`config.mk`:
```
export PLATFORM = sky130hd
export DESIGN_NAME = i2c_master_message_sequencer_unit
export DESIGN_NICKNAME = d
export VERILOG_FILES = /design/src/imss_pkg.sv /design/src/i2c_master_message_sequencer_unit.sv /design/src/imss_msg_mem.sv /design/src/imss_seq_core.sv
export SDC_FILE = /design/constraint.sdc
export NUM_CORES = 1
export LEC_CHECK = 0
export BUFFER_PORTS_ARGS = -buffer_cell sky130_fd_sc_hd__buf_2
export CAP_MARGIN = 20
export CORE_MARGIN = 1
export CORE_UTILIZATION = 45
export DETAILED_ROUTE_END_ITERATION = 16
export PLACE_DENSITY = 0.62
export REMOVE_ABC_BUFFERS = 1
export SYNTH_ARGS = -nofsm -noshare
export SYNTH_HDL_FRONTEND = slang
export SYNTH_SLANG_ARGS = --single-unit
```
`constraint.sdc`:
```
create_clock -name clk -period 3.3 [get_ports clk]
set_input_delay 0 -clock clk [delete_from_list [all_inputs] [get_ports clk]]
set_output_delay 0 -clock clk [all_outputs]
set_load 0.02 [all_outputs]
```
`src/imss_pkg.sv`:
```
// ----------------------------------------------------------------------------
// imss_pkg
// Shared types, request/phase/status codes and defaults for the I2C master
// message sequencer.
// ----------------------------------------------------------------------------
package imss_pkg;

	// default depth of the message table
	localparam int MAX_MSGS_DEF = 8;

	// request codes
	localparam logic [2:0] REQ_LOAD    = 3'd0;
	localparam logic [2:0] REQ_START   = 3'd1;
	localparam logic [2:0] REQ_TX_RDY  = 3'd2;
	localparam logic [2:0] REQ_RX_RDY  = 3'd3;
	localparam logic [2:0] REQ_TX_END  = 3'd4;
	localparam logic [2:0] REQ_ERROR   = 3'd5;
	localparam logic [2:0] REQ_TIMEOUT = 3'd6;

	// sequencer phases
	localparam logic [3:0] PH_IDLE    = 4'd0;
	localparam logic [3:0] PH_START   = 4'd1;
	localparam logic [3:0] PH_ADDR_WR = 4'd2;
	localparam logic [3:0] PH_DATA_WR = 4'd3;
	localparam logic [3:0] PH_RESTART = 4'd4;
	localparam logic [3:0] PH_ADDR_RD = 4'd5;
	localparam logic [3:0] PH_DATA_RD = 4'd6;
	localparam logic [3:0] PH_STOP    = 4'd7;
	localparam logic [3:0] PH_ERROR   = 4'd8;

	// transfer status codes
	localparam logic [1:0] ST_OK      = 2'd0;
	localparam logic [1:0] ST_NACK    = 2'd1;
	localparam logic [1:0] ST_ARB     = 2'd2;
	localparam logic [1:0] ST_TIMEOUT = 2'd3;

	// r/w bit of the address byte, and the byte count where nack is armed
	localparam logic [7:0]  ADDR_RD_BIT = 8'h01;
	localparam logic [15:0] NACK_AT     = 16'd2;

	// one message table entry
	typedef struct packed {
		logic [15:0] len;
		logic        no_start;
		logic        rd;
		logic [6:0]  addr;
	} msg_entry_t;

	// one input item
	typedef struct packed {
		logic [2:0]  req_type;
		logic [2:0]  msg_slot;
		logic [6:0]  dev_addr;
		logic        is_read;
		logic        no_start;
		logic [15:0] msg_length;
		logic [3:0]  msg_count;
		logic [7:0]  tx_byte;
		logic [7:0]  rx_byte;
		logic [2:0]  err_flags;
		logic        stop_seen;
	} item_t;

	// one result item
	typedef struct packed {
		logic       issue_start;
		logic       issue_restart;
		logic       issue_stop;
		logic       tx_valid;
		logic [7:0] tx_data;
		logic       rx_store;
		logic [7:0] rx_data;
		logic       set_nack;
		logic       enter_receive;
		logic       tx_irq_off;
		logic       done_res;
		logic [1:0] status;
	} result_t;

endpackage

```
`src/i2c_master_message_sequencer_unit.sv`:
```
// ----------------------------------------------------------------------------
// i2c_master_message_sequencer_unit
// Multi-message I2C master transfer sequencer driven by bus events.
// ----------------------------------------------------------------------------
// Every accepted item (table load, start, bus event, error or timeout) gives
// exactly one result item. An item is taken into an input register, its step
// is worked out against the sequencer state and the message table, and the
// result is held in an output register, from which it is shown on the output.
// One item can be accepted in every cycle while out_ready does not hold back
// a full output register. The message table is a memory with two registered
// read ports that are prefetched for the next item (current and following
// message). Table entries are undefined until loaded; there is no clearing
// pass after reset.
// ----------------------------------------------------------------------------
module i2c_master_message_sequencer_unit #(
	parameter int MAX_MSGS = imss_pkg::MAX_MSGS_DEF
) (
	input  logic        clk,
	input  logic        arst_n,
	// input channel
	input  logic        in_valid,
	output logic        in_ready,
	input  logic [2:0]  req_type,
	input  logic [2:0]  msg_slot,
	input  logic [6:0]  dev_addr,
	input  logic        is_read,
	input  logic        no_start,
	input  logic [15:0] msg_length,
	input  logic [3:0]  msg_count,
	input  logic [7:0]  tx_byte,
	input  logic [7:0]  rx_byte,
	input  logic [2:0]  err_flags,
	input  logic        stop_seen,
	// output channel
	output logic        out_valid,
	input  logic        out_ready,
	output logic        issue_start,
	output logic        issue_restart,
	output logic        issue_stop,
	output logic        tx_valid,
	output logic [7:0]  tx_data,
	output logic        rx_store,
	output logic [7:0]  rx_data,
	output logic        set_nack,
	output logic        enter_receive,
	output logic        tx_irq_off,
	output logic        done_res,
	output logic [1:0]  status
);
	import imss_pkg::*;

	localparam int IDX_W = (MAX_MSGS > 1) ? $clog2(MAX_MSGS) : 1;

	item_t            item_s1;
	logic             v_s1;
	result_t          res_s2;
	logic             v_s2;
	result_t          res_d;
	logic             s2_free;
	logic             fire;
	logic             wr_en;
	logic [IDX_W-1:0] wr_slot;
	msg_entry_t       wr_data;
	logic [IDX_W-1:0] rd_addr_nxt;
	logic [IDX_W-1:0] rd_addr_cur;
	msg_entry_t       ent_nxt;
	msg_entry_t       ent_cur;

	// handshake: the step runs when the input register moves on
	assign s2_free  = !v_s2 || out_ready;
	assign fire     = v_s1 && s2_free;
	assign in_ready = !v_s1 || s2_free;

	// stage valid flags
	always_ff @(posedge clk or negedge arst_n) begin
		if (!arst_n) begin
			v_s1 <= 1'b0;
			v_s2 <= 1'b0;
		end else begin
			if (in_ready) begin
				v_s1 <= in_valid;
			end
			if (s2_free) begin
				v_s2 <= fire;
			end
		end
	end

	// stage payload
	always_ff @(posedge clk) begin
		if (in_valid && in_ready) begin
			item_s1 <= '{req_type: req_type, msg_slot: msg_slot, dev_addr: dev_addr,
			             is_read: is_read, no_start: no_start, msg_length: msg_length,
			             msg_count: msg_count, tx_byte: tx_byte, rx_byte: rx_byte,
			             err_flags: err_flags, stop_seen: stop_seen};
		end
		if (fire) begin
			res_s2 <= res_d;
		end
	end

	// message table
	imss_msg_mem #(
		.MAX_MSGS (MAX_MSGS)
	) u_mem (
		.clk         (clk),
		.wr_en       (wr_en),
		.wr_slot     (wr_slot),
		.wr_data     (wr_data),
		.rd_addr_nxt (rd_addr_nxt),
		.rd_addr_cur (rd_addr_cur),
		.ent_nxt_q   (ent_nxt),
		.ent_cur_q   (ent_cur)
	);

	// sequencer state and step logic
	imss_seq_core #(
		.MAX_MSGS (MAX_MSGS)
	) u_core (
		.clk         (clk),
		.arst_n      (arst_n),
		.fire        (fire),
		.item        (item_s1),
		.ent_nxt     (ent_nxt),
		.ent_cur     (ent_cur),
		.res         (res_d),
		.wr_en       (wr_en),
		.wr_slot     (wr_slot),
		.wr_data     (wr_data),
		.rd_addr_nxt (rd_addr_nxt),
		.rd_addr_cur (rd_addr_cur)
	);

	// result ports
	assign out_valid     = v_s2;
	assign issue_start   = res_s2.issue_start;
	assign issue_restart = res_s2.issue_restart;
	assign issue_stop    = res_s2.issue_stop;
	assign tx_valid      = res_s2.tx_valid;
	assign tx_data       = res_s2.tx_data;
	assign rx_store      = res_s2.rx_store;
	assign rx_data       = res_s2.rx_data;
	assign set_nack      = res_s2.set_nack;
	assign enter_receive = res_s2.enter_receive;
	assign tx_irq_off    = res_s2.tx_irq_off;
	assign done_res      = res_s2.done_res;
	assign status        = res_s2.status;

`ifndef NO_ASSERTIONS
	// an accepted transfer always lands in the input register
	a_accept_to_s1: assert property (@(posedge clk) disable iff (!arst_n)
		in_valid && in_ready |=> v_s1)
		else $error("accepted item lost before step");

	// at most one bus condition per result
	a_one_condition: assert property (@(posedge clk) disable iff (!arst_n)
		out_valid |-> ($countones({issue_start, issue_restart, issue_stop}) <= 1))
		else $error("more than one bus condition in one result");

	// data fields are zero unless qualified
	a_tx_zero: assert property (@(posedge clk) disable iff (!arst_n)
		out_valid && !tx_valid |-> (tx_data == 8'h00))
		else $error("tx_data set without tx_valid");

	a_status_zero: assert property (@(posedge clk) disable iff (!arst_n)
		out_valid && !done_res |-> (status == ST_OK))
		else $error("status set without done");

	// nack request only comes with a stored byte
	a_nack_rx: assert property (@(posedge clk) disable iff (!arst_n)
		out_valid && set_nack |-> rx_store)
		else $error("nack request without received byte");
`endif

endmodule

```
`src/imss_msg_mem.sv`:
```
// ----------------------------------------------------------------------------
// imss_msg_mem
// Message table: one write port, two registered read ports with
// write-through so a read in the same cycle as a load sees the new entry.
// ----------------------------------------------------------------------------
module imss_msg_mem #(
	parameter int MAX_MSGS = imss_pkg::MAX_MSGS_DEF,
	localparam int IDX_W = (MAX_MSGS > 1) ? $clog2(MAX_MSGS) : 1
) (
	input  logic                 clk,
	input  logic                 wr_en,
	input  logic [IDX_W-1:0]     wr_slot,
	input  imss_pkg::msg_entry_t wr_data,
	input  logic [IDX_W-1:0]     rd_addr_nxt,
	input  logic [IDX_W-1:0]     rd_addr_cur,
	output imss_pkg::msg_entry_t ent_nxt_q,
	output imss_pkg::msg_entry_t ent_cur_q
);
	import imss_pkg::*;

	msg_entry_t mem [MAX_MSGS];

	// write, and read both ports with write-through
	always_ff @(posedge clk) begin
		if (wr_en) begin
			mem[wr_slot] <= wr_data;
		end
		ent_nxt_q <= (wr_en && (wr_slot == rd_addr_nxt)) ? wr_data : mem[rd_addr_nxt];
		ent_cur_q <= (wr_en && (wr_slot == rd_addr_cur)) ? wr_data : mem[rd_addr_cur];
	end

endmodule

```
`src/imss_seq_core.sv`:
```
// ----------------------------------------------------------------------------
// imss_seq_core
// Sequencer state and the single-step next-state and result logic. Also
// picks the table addresses to prefetch for the following item.
// ----------------------------------------------------------------------------
module imss_seq_core #(
	parameter int MAX_MSGS = imss_pkg::MAX_MSGS_DEF,
	localparam int IDX_W = (MAX_MSGS > 1) ? $clog2(MAX_MSGS) : 1
) (
	input  logic                 clk,
	input  logic                 arst_n,
	input  logic                 fire,
	input  imss_pkg::item_t      item,
	input  imss_pkg::msg_entry_t ent_nxt,
	input  imss_pkg::msg_entry_t ent_cur,
	output imss_pkg::result_t    res,
	output logic                 wr_en,
	output logic [IDX_W-1:0]     wr_slot,
	output imss_pkg::msg_entry_t wr_data,
	output logic [IDX_W-1:0]     rd_addr_nxt,
	output logic [IDX_W-1:0]     rd_addr_cur
);
	import imss_pkg::*;

	localparam int CNT_W = $clog2(MAX_MSGS + 1);

	logic [3:0]       phase_q, phase_d;
	logic [CNT_W-1:0] total_q, total_d;
	logic [CNT_W-1:0] cur_q, cur_d;
	logic [15:0]      bytes_left_q, bytes_left_d;
	logic             cur_rd_q, cur_rd_d;
	logic [1:0]       xfer_q, xfer_d;

	logic             next_msg;
	logic [CNT_W-1:0] cur_inc;
	logic [CNT_W-1:0] cur_d_inc;
	logic [CNT_W-1:0] cnt_sat;
	logic [15:0]      bl_dec;
	logic             active;

	assign cur_inc   = cur_q + CNT_W'(1);
	assign cur_d_inc = cur_d + CNT_W'(1);
	assign bl_dec    = bytes_left_q - 16'd1;
	assign active    = (phase_q != PH_IDLE) && (phase_q != PH_ERROR);
	assign cnt_sat   = (32'(item.msg_count) > MAX_MSGS) ? CNT_W'(MAX_MSGS)
	                                                    : CNT_W'(item.msg_count);

	// table write from a load
	assign wr_slot = IDX_W'(item.msg_slot);
	assign wr_data = '{len: item.msg_length, no_start: item.no_start,
	                   rd: item.is_read, addr: item.dev_addr};

	// step logic
	always_comb begin
		phase_d      = phase_q;
		total_d      = total_q;
		cur_d        = cur_q;
		bytes_left_d = bytes_left_q;
		cur_rd_d     = cur_rd_q;
		xfer_d       = xfer_q;
		res          = '0;
		wr_en        = 1'b0;
		next_msg     = 1'b0;
		if (fire) begin
			case (item.req_type)
				REQ_LOAD: begin
					wr_en = (32'(item.msg_slot) < MAX_MSGS);
				end
				REQ_START: begin
					if (!active && (item.msg_count != 4'd0)) begin
						total_d         = cnt_sat;
						cur_d           = '0;
						bytes_left_d    = ent_cur.len;
						cur_rd_d        = ent_cur.rd;
						xfer_d          = ST_OK;
						phase_d         = PH_START;
						res.issue_start = 1'b1;
					end
				end
				REQ_TX_RDY: begin
					if ((phase_q == PH_START) || (phase_q == PH_RESTART)) begin
						res.tx_valid = 1'b1;
						res.tx_data  = {ent_cur.addr, 1'b0} | (ent_cur.rd ? ADDR_RD_BIT : 8'h00);
						phase_d      = cur_rd_q ? PH_ADDR_RD : PH_ADDR_WR;
					end else if ((phase_q == PH_ADDR_WR) || (phase_q == PH_DATA_WR)) begin
						phase_d = PH_DATA_WR;
						if (bytes_left_q != 16'd0) begin
							res.tx_valid   = 1'b1;
							res.tx_data    = item.tx_byte;
							bytes_left_d   = bl_dec;
							res.tx_irq_off = (bl_dec == 16'd0);
						end else begin
							res.tx_irq_off = 1'b1;
						end
					end else if (phase_q == PH_ADDR_RD) begin
						res.enter_receive = 1'b1;
						phase_d           = PH_DATA_RD;
					end
				end
				REQ_RX_RDY: begin
					if ((phase_q == PH_DATA_RD) && (bytes_left_q != 16'd0)) begin
						res.rx_store = 1'b1;
						res.rx_data  = item.rx_byte;
						bytes_left_d = bl_dec;
						res.set_nack = (bl_dec == NACK_AT);
						next_msg     = (bl_dec == 16'd0);
					end
				end
				REQ_TX_END: begin
					if (phase_q == PH_DATA_WR) begin
						next_msg = 1'b1;
					end else if ((phase_q == PH_STOP) && item.stop_seen) begin
						phase_d      = PH_IDLE;
						res.done_res = 1'b1;
						res.status   = xfer_q;
					end
				end
				REQ_ERROR: begin
					if (active) begin
						if (item.err_flags[0]) begin
							xfer_d = ST_NACK;
						end else if (item.err_flags[1]) begin
							xfer_d = ST_ARB;
						end else if (item.err_flags[2]) begin
							xfer_d = ST_TIMEOUT;
						end
						phase_d        = PH_ERROR;
						res.issue_stop = 1'b1;
						res.done_res   = 1'b1;
						res.status     = xfer_d;
					end
				end
				REQ_TIMEOUT: begin
					if (active) begin
						phase_d        = PH_IDLE;
						res.issue_stop = 1'b1;
						res.done_res   = 1'b1;
						res.status     = ST_TIMEOUT;
					end
				end
				default: begin
				end
			endcase
		end
		// advance to the following message or finish with stop
		if (next_msg) begin
			cur_d = cur_inc;
			if (cur_inc >= total_q) begin
				phase_d        = PH_STOP;
				res.issue_stop = 1'b1;
			end else begin
				bytes_left_d = ent_nxt.len;
				cur_rd_d     = ent_nxt.rd;
				if (ent_nxt.no_start) begin
					phase_d = ent_nxt.rd ? PH_DATA_RD : PH_DATA_WR;
				end else begin
					phase_d           = PH_RESTART;
					res.issue_restart = 1'b1;
				end
			end
		end
	end

	// prefetch addresses for the next item: following message, and the
	// current one (entry zero while no transfer runs)
	assign rd_addr_nxt = cur_d_inc[IDX_W-1:0];
	assign rd_addr_cur = ((phase_d == PH_IDLE) || (phase_d == PH_ERROR)) ? '0
	                                                                     : cur_d[IDX_W-1:0];

	// state registers
	always_ff @(posedge clk or negedge arst_n) begin
		if (!arst_n) begin
			phase_q      <= PH_IDLE;
			total_q      <= '0;
			cur_q        <= '0;
			bytes_left_q <= '0;
			cur_rd_q     <= 1'b0;
			xfer_q       <= ST_OK;
		end else begin
			phase_q      <= phase_d;
			total_q      <= total_d;
			cur_q        <= cur_d;
			bytes_left_q <= bytes_left_d;
			cur_rd_q     <= cur_rd_d;
			xfer_q       <= xfer_d;
		end
	end

endmodule
```
==> After elaboration in Yosys (flattened, before gate mapping) <==
Memory sizes are Yosys's and may differ from the RTL's. A register that Yosys moved wholly into a read port is not among the register bits.
Cells that the tools add are included.
{ "classes": {"magnitude_cmp": 2, "reduce_logical": 28, "bitwise_logic": 4, "n_eq_ne": 18, "n_addsub": 3, "mux": 67} }
{ "op_table": {"columns": ["cell", "count"], "rows": [
  ["16-bit two-way mux", 8],
  ["4-bit two-way mux", 17],
  ["16-bit one-hot mux with 3 select lines", 1],
  ["9-bit two-way mux", 3],
  ["1-bit two-way mux", 21],
  ["3-bit two-way mux", 7],
  ["4-bit one-hot mux with 5 select lines", 1],
  ["16-bit by 2-bit equality test with 1-bit output (second input constant)", 1],
  ["4-bit by 3-bit equality test with 1-bit output (second input constant)", 4],
  ["16-bit logical NOT", 1],
  ["16-bit nonzero test", 1],
  ["16-bit by 1-bit subtractor with 16-bit output (second input constant)", 1],
  ["10-bit two-way mux", 1],
  ["2-bit two-way mux", 5],
  ["3-bit equality test (second input constant)", 3],
  ["3-bit one-hot mux with 3 select lines", 1],
  ["4-bit by 2-bit equality test with 1-bit output (second input constant)", 2],
  ["8-bit bitwise OR", 1],
  ["4-bit nonzero test", 2],
  ["3-bit by 2-bit equality test with 1-bit output (second input constant)", 2],
  ["1-bit logical AND", 6],
  ["3-bit OR reduction", 2],
  ["1-bit logical OR", 5],
  ["4-bit by 1-bit adder with 4-bit output (second input constant)", 1],
  ["19 further kinds", 25]
]} }
{ "word_totals": {"mem_bits_rw": 200, "ff_bits": 115, "out_inout_bits": 29, "wordCells": 154, "inputBits": 59, "mem_count": 1} }
{ "mem_list": {"columns": ["memory", "depth", "width", "read_ports", "rd_clocked_by_memory_dff", "write_ports", "line", "source"], "rows": [
  ["u_mem.mem", 8, 25, 2, 2, 1, "imss_msg_mem.sv:21", "msg_entry_t mem [MAX_MSGS];"]
]} }

==> Depth between registers and ports, before layout <==
Gate-level depths: netlist of the first run.
{ "logic_depth": {"depth_word": 11, "mapped_depth": 12, "mapped_depth_nobuf": 11} }

==> By module <==
A second synthesis of the first run with hierarchy kept.
{ "hier_totals": {"hier_cells": 887, "area_unflattened_um2": 15173.3} }
{ "by_module_without_submodules": {"columns": ["mod", "cells_each", "seq_area_each_um2", "n_inst", "area_per_inst_um2"], "rows": [
  ["imss_msg_mem", 399, 6125.9, 1, 9580.4],
  ["imss_seq_core", 398, 775.7, 1, 3026.7],
  ["i2c_master_message_sequencer_unit", 90, 2512.4, 1, 2566.2]
]} }

==> Worst setup path before layout of the first run <==
No wires, ideal clock.
{ "synth_timing": {"kind": "register to register", "startpoint": "register item_s1[52] (netlist bit)", "endpoint": "memory u_mem.mem[0][0] (netlist bit), enable pin", "n_path_buf": 1, "arrival_ns": 3.168, "setup_ns": 0.438, "setup_slack_ns": -0.306, "required_ns": 2.862, "path_stages_with_launch": 5, "synth_period_minus_slack_ns": 3.606, "path_cell_list": "edfxtp_1 -> clkbuf_1 -> or2_2 -> or4_1 -> nor3_1"} }
{ "synth_between": {"elab_chain_cells": 5} }
{ "synth_rtl": {"columns": ["item", "line", "source"], "rows": [
  ["start: declaration", "i2c_master_message_sequencer_unit.sv:54", "item_t item_s1;"],
  ["start signal: assignment", "i2c_master_message_sequencer_unit.sv:92", "item_s1 <= '{req_type: req_type, msg_slot: msg_slot, dev_addr: dev_addr,"],
  ["3-bit logical NOT", "imss_seq_core.sv:65", "case (item.req_type)"],
  ["1-bit two-way mux", "imss_seq_core.sv:65", null],
  ["1-bit two-way mux", "imss_seq_core.sv:64", "if (fire) begin"],
  ["1-bit two-way mux", "imss_msg_mem.sv:25", "if (wr_en) begin"],
  ["1-bit two-way mux (not written as such)", "imss_msg_mem.sv:26", "mem[wr_slot] <= wr_data;"],
  ["end: declaration", "imss_msg_mem.sv:21", null]
]} }
No other way between the ends.

==> out/summary.txt, run 1 <==
==========================================================================================
Via count of the first global-routing pass ..................................         8848
Unrepaired setup endpoints after global routing .............................        false
Initial core utilization ....................................................        46.2%
Area of the die .............................................................  32400 sq um
Share of Yosys cell area claimed by the top area cell type ..................        59.5%
Crit path DAT ...............................................................      3.46 ns
Worst voltage drop across the vdd grid ......................................   0.000416 V
Most frequent cells in the layout ........................................... edfxtp_1, buf_2, mux4_2
WL final ....................................................................     33000 um
# placed instances ..........................................................         1345
Biggest area consumer among synthesized cells ...............................     edfxtp_1
CTS tree ....................................................................          yes
Count of warnings emitted by yosys ..........................................            0
Share of synthesized cell area in full adder, half adder and majority cells .       0.879%
Switching Fraction ..........................................................        25.3%
Number of nets in the finished design .......................................         1114
Type of element capturing the critical path .................................     register
Number of remaining DRC errors ..............................................           10
Final core occ ..............................................................        56.0%
Net switching component of the power ........................................      2620 uW
Static leakage ..............................................................   0.00594 uW
Count of buffers from port buffering ........................................           87
Number of max-slew violations in the final report ...........................            0
Fraction of the mapped netlist area in simple logic gates ...................        7.17%
Shortest period the worst path allows .......................................      3.08 ns
Drt wl/cell .................................................................      22.5 um
Overall routing resource usage ..............................................        20.8%
Pin count of the biggest net entering global routing ........................           36
Std cell rows ...............................................................           64
Hold Crit Class ............................................................. input port to asynchronous set/reset pin
Wire length of the first global-routing pass ................................     51200 um
Chip height .................................................................       180 um
Post-synthesis to final-layout area growth ..................................        21.3%
Detailed-routing iteration count for the pre-antenna-repair pass ............           11
Global placement routability congestion .....................................        0.924
Final hold vios .............................................................            0
Proportion of layout cells with a drive suffix above 1 ......................        27.9%
Cell-internal power .........................................................      7760 uW
Initial DRC count ...........................................................          693
Buffer levels on the longest clock path .....................................            3
Async set-or-reset flop fraction in the synthesized netlist .................        10.3%
Area of the core region .....................................................  30800 sq um
Total setup buffers inserted after CTS ......................................            0
Filler cells ................................................................         2396
Flip-flop and latch count after synthesis ...................................          321
Source-to-sink clock delay at the later pin of the worst-skew pair ..........      0.52 ns
Relative contribution of combinational cells to total power .................        13.8%
Number of antenna repair diodes .............................................            0
# setup viols final .........................................................            0
Num CTS Buffers .............................................................           35
Largest fanout on the critical path .........................................            8
Synthesized area ............................................................  14200 sq um
Detail Route Antenna Nets ...................................................            0
Cell count after synthesis ..................................................          862
Data required, critical path ................................................      3.68 ns
Number of levels in the clock H-tree ........................................            2
Proportion of synthesized area in mux cells .................................        17.2%
# clock sinks ...............................................................          321
Clock Skew ..................................................................    0.0220 ns
Portion of the post-synthesis area used by sequential elements ..............        66.1%
Number of enable flip-flop cells after synthesis ............................          282
Post-synthesis compound-gate area fraction ..................................        6.04%
Reg power frac ..............................................................        46.3%
Failing checks ..............................................................          DRC
Power density over cell area ................................................  601 nW/um^2
Rel. slew slack .............................................................        24.9%
Slew at the pin with the worst max-slew slack ...............................      1.12 ns
Antenna violations before repair ............................................            0
Xor/xnor cell area share of the yosys netlist ...............................       0.545%
Timing-limited maximum frequency ............................................      325 MHz
Number of max-capacitance violations reported ...............................            0
CTS root buf ................................................................    clkbuf_16
Result of the run ........................................................... finished with violations
Number of unique standard cell types used by synthesis ......................           67
Number of vias after detailed routing .......................................         8488
Avg Cell Area, Syn ..........................................................   16.5 sq um
Top-level I/O count .........................................................           88
Average via count per standard cell .........................................         5.78
Overflow left after global routing ..........................................            0
Non-filler cells, final .....................................................         1468
Dominant combinational cell family by area after synthesis .................. multiplexers
Classification of the worst setup path ...................................... register to register
Area contributors post-synth ................................................ edfxtp_1, mux4_2, dfrtp_1
Cts hold-fix bufs ...........................................................           59
Final cycle utilization of the critical path ................................        93.2%
Total of cells resized after clock tree synthesis ...........................            0
Clock network fraction of total power .......................................        39.9%
Reg clk slew, reported paths ................................................      0.07 ns
Critical Path Start Type ....................................................     register
Most common cell after layout, fill and taps aside ..........................     edfxtp_1
Die span in x ...............................................................       180 um
Detail Placement HPWL .......................................................     20800 um
Flip-flop cell with the highest count after synthesis .......................     edfxtp_1
==========================================================================================
-- routing by layer --
| metal | track usage (%) | share of wire [%] | up-vias | wire [um] |
|---|---|---|---|---|
| met4 | 6.59 | 2.4 | 0 | 804 |
| met2 | 34.3 | 47 | 284 | 15700 |
| met3 | 3.46 | 5.4 | 56 | 1790 |
| li1 | - | - | 3879 | - |
| met1 | 28.4 | 45 | 4269 | 14800 |
| met5 | 0 | 0 | - | 0 |
-- sequential cells by signal, summed over array words and instances (netlist names), named ones only --
| register | cells |
|---|---|
| u_mem.mem | 200 |
| u_core.bytes_left_q | 16 |
| u_core.total_q | 4 |
| v_s1 | 1 |
| issue_restart | 1 |
| u_core.phase_q | 4 |
| rx_data | 8 |
| item_s1 | 55 |
| rx_store | 1 |
| tx_valid | 1 |
| u_core.cur_rd_q | 1 |
| issue_stop | 1 |
| out_valid | 1 |
| u_core.xfer_q | 2 |
| done_res | 1 |
| set_nack | 1 |
| status | 2 |
| tx_data | 8 |
| tx_irq_off | 1 |
| enter_receive | 1 |
| u_core.cur_q | 4 |
| issue_start | 1 |
-- through the flow --
| step | TNS [ns] | setup slack, ns | hold slack (ns) | instance area (sq um) | total power, uW |
|---|---|---|---|---|---|
| after floorplan | -8.00 | -0.251 | -0.296 | 14000 | 5710 |
| after global placement | 0 | 0.356 | 0.155 | 15400 | 6230 |
| after detailed placement | 0 | 0.312 | 0.162 | 15400 | 6240 |
| after CTS | 0 | 0.265 | 0.155 | 17300 | 10400 |
| after global routing | 0 | 0.0238 | 0.178 | 17300 | 10800 |
| final | 0 | 0.223 | 0.142 | 17300 | 10400 |
-- worst paths after layout --
check                                       startpoint                end  slack (ns)  cells past startpoint
min in group clk                           dev_addr[5]        item_s1[47]        0.19                      2
worst max-delay path            u_core.bytes_left_q[1]           register        0.22                     12
max in group asynchronous                       arst_n    u_core.cur_q[3]        2.61                      2
worst min register to register       u_core.total_q[0]  u_core.total_q[0]        0.50                      2
worst min-delay path                            arst_n               v_s1        0.14                      2
worst max register to register  u_core.bytes_left_q[1]           register        0.22                     12
-- cell families (layout without fill, tap and decap cells) --
logic type | after synthesis | count (layout)
XOR/XNOR | 8 | 8
AND/OR/NAND/NOR | 182 | 182
adder cells (fa/ha/maj) | 10 | 10
multiplexers | 140 | 140
flip-flops | 321 | 321
buffers and inverters | 68 | 278
AO/OA/AOI/OAI | 133 | 133
-- synthesized netlist by cell type (3+ instances only) --
cell type / count
a2111oi_0: 5
a211oi_1: 3
a21o_1: 10
a21oi_1: 37
a22oi_1: 7
a31oi_1: 6
a41oi_1: 3
and2_1: 4
and3_1: 9
and4_1: 4
buf_1: 5
buf_2: 12
clkbuf_1: 27
dfrtp_1: 33
dfxtp_1: 6
edfxtp_1: 282
ha_1: 10
inv_1: 20
mux2i_1: 54
mux4_2: 84
nand2_1: 35
nand2b_1: 7
nand3_1: 13
nand3b_1: 7
nand4_1: 8
nor2_1: 43
nor2b_1: 6
nor3_1: 13
nor3b_1: 3
nor4_1: 5
nor4b_1: 3
o21ai_0: 27
o221ai_1: 4
o22ai_1: 11
o31ai_1: 3
o32ai_1: 3
or3_1: 5
xnor2_1: 5
-- power groups by stage --
stage	clock network (uW)	logic, uW	registers [uW]
global route	4370	1570	4820
CTS	4230	1420	4790
finish	4150	1430	4800
floorplan	0	829	4880
global placement	0	1360	4870
detailed placement	0	1360	4880
-- worst max-delay path, stage by stage, from the launching register on --
cell,delay (ns)
dfrtp_1,0.53
inv_1,0.14
ha_1,0.28
nor3b_2,0.21
buf_4,0.17
a21oi_1,0.10
o21ai_0,0.10
a211oi_2,0.50
a21oi_1,0.23
mux2_2,0.30
inv_1,0.06
ha_1,0.20
xnor2_1,0.13
-- area by class of cell --
type / instances / area (sq um) / area share, %
clock inverters: 19 / 267 / 1.54
well taps: 396 / 495 / 2.87
clock buffers: 45 / 966 / 5.59
flip-flops and latches: 321 / 9420 / 54.5
multi-input cells: 473 / 4570 / 26.4
inverters: 21 / 78.8 / 0.456
repair buffers: 193 / 1480 / 8.56
(Power assumes the default switching activity.)
==> run 2: changes to the inputs <==
--- a/config.mk
+++ b/config.mk
@@ -8,9 +8,9 @@
 export BUFFER_PORTS_ARGS = -buffer_cell sky130_fd_sc_hd__buf_2
 export CAP_MARGIN = 20
 export CORE_MARGIN = 1
-export CORE_UTILIZATION = 45
+export CORE_UTILIZATION = 55
 export DETAILED_ROUTE_END_ITERATION = 16
-export PLACE_DENSITY = 0.62
+export PLACE_DENSITY_LB_ADDON = 0.08
 export REMOVE_ABC_BUFFERS = 1
 export SYNTH_ARGS = -nofsm -noshare
 export SYNTH_HDL_FRONTEND = slang
==> out/summary.txt, run 2 (same netlist as run 1, synthesis figures left out) <==
=================================================================================
Detail Route Antenna Nets ..........................................            0   unchanged
Most common cell after layout, fill and taps aside .................     edfxtp_1
Cell breakdown of the critical path ................................ inv_1, ha_1, nor3b_2, buf_4, a21oi_1, o21ai_0, a211oi_2, a21oi_1, mux2_2, inv_1, ha_1
Rel. slew slack ....................................................        44.2%   +19 points
Number of vias after detailed routing ..............................         8623   +1.6%
# clock sinks ......................................................          321   unchanged
Timing-limited maximum frequency ...................................      328 MHz   +0.80%
Number of nets in the finished design ..............................         1115   +0.090%
Cell-internal power ................................................      7140 uW   -8.0%
Overall Power ......................................................      9710 uW   -6.5%
Detailed-routing iteration count for the pre-antenna-repair pass ...            6   -5
Largest register FFs ...............................................          200   unchanged
Count of buffers from port buffering ...............................           87   unchanged
Final hold vios ....................................................            0   unchanged
Net switching component of the power ...............................      2570 uW   -2.0%
Number of levels in the clock H-tree ...............................            2   unchanged
Slew at the pin with the worst max-slew slack ......................     0.837 ns   -0.282 ns
Type of element capturing the critical path ........................     register
Via count of the first global-routing pass .........................         9022   +2.0%
Largest regs ....................................................... u_mem.mem (200), item_s1 (55), u_core.bytes_left_q (16)
Antenna violations before repair ...................................            0   unchanged
WL final ...........................................................     33800 um   +2.3%
Final cycle utilization of the critical path .......................        92.5%   -0.74 points
Post-synthesis to final-layout area growth .........................        18.8%
Area of the die ....................................................  26500 sq um   -18%
Worst Slack Setup Final ............................................     0.247 ns   +0.0243 ns
Met3 Usage GRT .....................................................        3.69%   +0.23 points
Hold Crit Class .................................................... input port to asynchronous set/reset pin
Clock Skew .........................................................    0.0155 ns   -0.00646 ns
Area of the core region ............................................  25300 sq um   -18%
Number of antenna repair diodes ....................................            0   unchanged
Register area ......................................................   9420 sq um   unchanged
Initial core utilization ...........................................        56.2%   +10 points
Result of the run .................................................. finished clean
CTS root buf .......................................................    clkbuf_16
Classification of the worst setup path ............................. register to register
Proportion of layout cells with a drive suffix above 1 .............        27.3%   -0.58 points
Reg with most FFs ..................................................    u_mem.mem
Average via count per standard cell ................................         6.16   +6.6%
Worst voltage drop across the vdd grid .............................   0.000497 V   +20%
Data required, critical path .......................................      3.69 ns   about the same
Peak-usage layer in the global routing report ......................         met2
Relative contribution of combinational cells to total power ........        15.3%   +1.5 points
Final core occ .....................................................        66.8%   +11 points
Unrepaired setup endpoints after global routing ....................        false
Source-to-sink clock delay at the later pin of the worst-skew pair .      0.52 ns   about the same
Switching Fraction .................................................        26.5%   +1.2 points
Num CTS Buffers ....................................................           34   -2.9%
Overflow left after global routing .................................            0   unchanged
Reg clk slew, reported paths .......................................      0.06 ns   about the same
Clock network fraction of total power ..............................        35.2%   -4.7 points
Met2 capacity usage during global routing ..........................        43.8%   +9.5 points
Number of max-capacitance violations reported ......................            0   unchanged
Setup_tns ..........................................................         0 ns   unchanged
# setup viols final ................................................            0   unchanged
Slowest cell on crit path ..........................................      dfrtp_1
Detail Placement HPWL ..............................................     21200 um   +2.0%
Critical Path Start Type ...........................................     register
Number of max-slew violations in the final report ..................            0   unchanged
Filler cells .......................................................         1742   -27%
Overall routing resource usage .....................................        26.5%   +5.7 points
GR met1 Demand/Resource ............................................        36.5%   +8.1 points
Number of remaining DRC errors .....................................            0   -10
Post-placement setup slack .........................................     0.207 ns   -0.104 ns
Die span in x ......................................................       163 um   -9.4%
Pin count of the biggest net entering global routing ...............           37   +2.8%
Reg power frac .....................................................        49.5%   +3.2 points
Top-level I/O count ................................................           88   unchanged
Slowest cell delay on critical path ................................      0.47 ns   -0.06 ns
Global placement routability congestion ............................        0.926   +0.18%
Buffer levels on the longest clock path ............................            3   unchanged
Std cell rows ......................................................           58   -9.4%
Wire length of the first global-routing pass .......................     51800 um   +1.1%
Chip height ........................................................       163 um   -9.4%
Initial DRC count ..................................................          760   +9.7%
Most frequent cells in the layout .................................. edfxtp_1, buf_2, mux4_2
CTS tree ...........................................................          yes
Crit path DAT ......................................................      3.44 ns   -0.02 ns
Area of the multi-input gates ......................................   4570 sq um   +0.19%
Shortest period the worst path allows ..............................      3.05 ns   -0.0243 ns
Largest fanout on the critical path ................................            8   unchanged
Power density over cell area .......................................  574 nW/um^2   -4.5%
Static leakage .....................................................   0.00582 uW   -2.0%
Drt wl/cell ........................................................      24.2 um   +7.3%
=================================================================================
[run 2: changes by cell type in the layout (fill, tap and decap cells not counted), sizes merged]
cell / change
inv: +2
clkbuf: -4
bufinv: -6
buf: +2
clkinv: +3
[run 2: repair_timing]
item / 4_1_cts / 5_1_grt
hold endpoints to repair: 91 / 0
buffers inserted: 0 / 2
resized for setup: 0 / 1
endpoints found under the setup margin: 0 / 2
hold buffers: 59 / 0
[run 2: metrics by stage]
stage,area (sq um),cells,hold WS [ns]
3_3_place_gp,15300,1279,0.141
5_1_grt,16900,1399,0.172
4_1_cts,16900,1397,0.138
3_5_place_dp,15300,1279,0.151
6_report,16900,1399,0.125
2_1_floorplan,14000,815,-0.296
[run 2: layout make-up]
cell class | count | share of cell area (%)
Sequential cell | 321 | 55.7
Inverter | 21 | 0.466
Clock buffer | 41 | 5.18
Multi-Input combinational cell | 473 | 27.0
Timing Repair Buffer | 195 | 8.53
Tap cell | 330 | 2.44
Clock inverter | 18 | 0.651
[run 2: critical path, delay by kind of cell, from the launching register on]
kind | cells | cell delay [ns]
muxes | 1 | 0.41
buffers and inverters | 3 | 0.45
AOI/OAI and AO/OA | 4 | 0.74
and+or+nand+nor | 1 | 0.32
adders and majority gates | 2 | 0.54
DFF | 1 | 0.47
[run 2: routing by layer]
metal	part of all wire, %	routed length (um)
met1	43	14400
met2	49	16600
met3	5.6	1890
met4	2.8	932
met5	0	0
[run 2: path summary, 6_finish.rpt]
check                      slack (ns)  cells past startpoint                    from                end
setup / recovery                 0.25                     11  u_core.bytes_left_q[0]           register
hold / removal                   0.12                      2                  arst_n   u_core.xfer_q[0]
setup reg to reg                 0.25                     11  u_core.bytes_left_q[0]           register
hold reg to reg                  0.48                      2       u_core.total_q[0]  u_core.total_q[0]
max in group asynchronous        2.63                      2                  arst_n    u_core.cur_rd_q
min in group clk                 0.19                      2                no_start        item_s1[40]
[run 2: power groups by stage]
stage	clock (uW)	combinational, uW	sequential (uW)
final	3410	1490	4800
after global routing	3620	1620	4830
after CTS	3480	1440	4800
after detailed placement	0	1380	4880
after global placement	0	1370	4870
after floorplan	0	829	4880
==> run 3: changes to the inputs <==
==> constraint.sdc (replaced) <==
create_clock -name clk -period 2.5 [get_ports clk]
set_input_delay 0 -clock clk [delete_from_list [all_inputs] [get_ports clk]]
set_output_delay 0 -clock clk [all_outputs]
set_load 0.02 [all_outputs]
==> out/summary.txt, run 3 (same netlist as run 1, synthesis figures left out) <==
=================================================================================
Detail Placement HPWL ..............................................     23200 um   +9.4%
Unrepaired setup endpoints after global routing ....................         true
Final cycle utilization of the critical path .......................         109%   +16 points
Overall routing resource usage .....................................        28.9%   +2.4 points
Filler cells .......................................................         1635   -6.1%
Source-to-sink clock delay at the later pin of the worst-skew pair .      0.52 ns   about the same
Detailed-routing iteration count for the pre-antenna-repair pass ...            5   -1
Final core occ .....................................................        72.4%   +5.6 points
FF-to-FF Start ..................................................... u_core.bytes_left_q[1]
# clock sinks ......................................................          321   unchanged
Drt wl/cell ........................................................      24.6 um   +1.9%
Area of the die ....................................................  26500 sq um   unchanged
Detail Route Antenna Nets ..........................................            0   unchanged
Static leakage .....................................................   0.00649 uW   +12%
Count of buffers from port buffering ...............................           87   unchanged
Non-filler cells, final ............................................         1500   +7.2%
Std cell rows ......................................................           58   unchanged
Hold Crit Class .................................................... input port to asynchronous set/reset pin
Chip height ........................................................       163 um   unchanged
Number of vias after detailed routing ..............................         9210   +6.8%
Largest regs ....................................................... u_mem.mem (200), item_s1 (55), u_core.bytes_left_q (16)
Type of element capturing the critical path ........................     register
Num CTS Buffers ....................................................           35   +2.9%
Timing-limited maximum frequency ...................................      368 MHz   +12%
Overall Power ......................................................     14000 uW   +44%
# setup viols final ................................................           30   +30
Worst R2R Path Depth ...............................................           12   +1
CTS tree ...........................................................          yes
Post-synthesis to final-layout area growth .........................        28.8%
Area of the core region ............................................  25300 sq um   unchanged
Largest register FFs ...............................................          200   unchanged
Initial core utilization ...........................................        56.2%   unchanged
Largest fanout on the critical path ................................            3   -5
Via count of the first global-routing pass .........................         9681   +7.3%
Most frequent cells in the layout .................................. edfxtp_1, buf_4, buf_2
Data required, critical path .......................................      2.94 ns   -0.75 ns
Power density over cell area .......................................  763 nW/um^2   +33%
Worst reg2reg setup slack ..........................................     -0.22 ns   -0.46 ns
Failing checks ..................................................... setup timing
Worst Slack Setup Final ............................................    -0.217 ns   -0.464 ns
Post-placement setup slack .........................................    -0.263 ns   -0.470 ns
Buffer levels on the longest clock path ............................            3   unchanged
Number of remaining DRC errors .....................................            0   unchanged
CTS root buf .......................................................    clkbuf_16
Crit path DAT ......................................................      3.15 ns   -0.29 ns
Number of max-slew violations in the final report ..................            0   unchanged
Shortest period the worst path allows ..............................      2.72 ns   -0.336 ns
Number of antenna repair diodes ....................................            0   unchanged
WL final ...........................................................     36900 um   +9.2%
Number of nets in the finished design ..............................         1213   +8.8%
Antenna violations before repair ...................................            0   unchanged
Pin count of the biggest net entering global routing ...............           56   +51%
Reg clk slew, reported paths .......................................      0.06 ns   about the same
Clock Skew .........................................................    0.0218 ns   +0.00631 ns
Setup_tns ..........................................................     -4.02 ns   -4.02 ns
Die span in x ......................................................       163 um   unchanged
Result of the run .................................................. finished with violations
Number of max-capacitance violations reported ......................            0   unchanged
Top-level I/O count ................................................           88   unchanged
Critical Path Start Type ...........................................     register
# placed instances .................................................         1355   +5.9%
Number of levels in the clock H-tree ...............................            2   unchanged
Rel. slew slack ....................................................        37.9%   -6.3 points
Global placement routability congestion ............................        0.936   +1.1%
Proportion of layout cells with a drive suffix above 1 .............        37.6%   +10 points
Slew at the pin with the worst max-slew slack ......................     0.927 ns   +0.0899 ns
Final hold vios ....................................................            0   unchanged
Overflow left after global routing .................................            0   unchanged
Reg with most FFs ..................................................    u_mem.mem
Initial DRC count ..................................................          775   +2.0%
Worst voltage drop across the vdd grid .............................   0.000667 V   +34%
Average via count per standard cell ................................         6.14   -0.38%
Wire length of the first global-routing pass .......................     55700 um   +7.6%
Most common cell after layout, fill and taps aside .................     edfxtp_1
Classification of the worst setup path ............................. register to register
=================================================================================
## run 3: cell types whose count changed in the layout (fill, tap and decap cells not counted), sizes merged
cell,change
bufinv,+1
buf,+96
clkbuf,+5
clkinv,-1
## run 3: layer usage
| metal | global-route usage (%) | up-vias | part of all wire (%) |
|---|---|---|---|
| met2 | 47.8 | 333 | 49 |
| met4 | 12.6 | 0 | 4.2 |
| met5 | 0 | - | 0 |
| li1 | - | 4065 | - |
| met3 | 4.20 | 97 | 5.7 |
| met1 | 38.5 | 4715 | 42 |
## run 3: worst max-delay path by stage
stage / from / endpoint / slack, ns
2_1_floorplan: item_s1[52] / u_mem.mem[0][0] / -1.05
3_3_place_gp: out_valid / u_core.bytes_left_q[2] / -0.39
3_5_place_dp: u_core.bytes_left_q[1] / register / -0.26
4_1_cts: u_core.bytes_left_q[1] / register / -0.18
5_1_grt: u_core.bytes_left_q[1] / register / -0.30
6_report: u_core.bytes_left_q[1] / register / -0.22
## run 3: through the flow
| step | instance area, sq um | hold slack, ns |
|---|---|---|
| 2_1_floorplan | 14000 | -0.296 |
| 3_3_place_gp | 16000 | 0.144 |
| 3_5_place_dp | 16000 | 0.154 |
| 4_1_cts | 18100 | 0.138 |
| 5_1_grt | 18300 | 0.174 |
| 6_report | 18300 | 0.126 |
## run 3: report_power, final
group          switching, uW  internal [uW]  leakage, uW
logic                   1500           1370      0.00287
registers                170           6080      0.00308
clock network           2040           2840     0.000538
## run 3: repair_timing
action,4_1_cts,5_1_grt
hold buffers,59,0
endpoints found under the setup margin,32,49
gates cloned,3,1
gates resized for setup,57,32
endpoints found under the hold margin,90,0
buffers inserted,12,8
pin swaps,14,5
## run 3: final cells by class
| cell class | count | area [sq um] | share of cell area, % |
|---|---|---|---|
| flip-flops and latches | 321 | 9420 | 51.3 |
| multi-input cells | 473 | 4850 | 26.4 |
| repair buffers | 292 | 2490 | 13.6 |
| clock buffers | 45 | 956 | 5.21 |
| well taps | 330 | 413 | 2.25 |
| clock inverters | 18 | 138 | 0.750 |
| inverters | 21 | 81.3 | 0.443 |
## run 3: worst max-delay path, cell delays in order (launching register included)
cell and delay [ns]:
dfrtp_1 0.40, buf_6 0.13, or4_4 0.50, or3_4 0.38, xnor2_4 0.15, a211oi_4 0.23
a21o_1 0.21, buf_6 0.13, buf_6 0.10, nand2_4 0.06, nand2_2 0.11, ha_4 0.14
xnor2_1 0.10
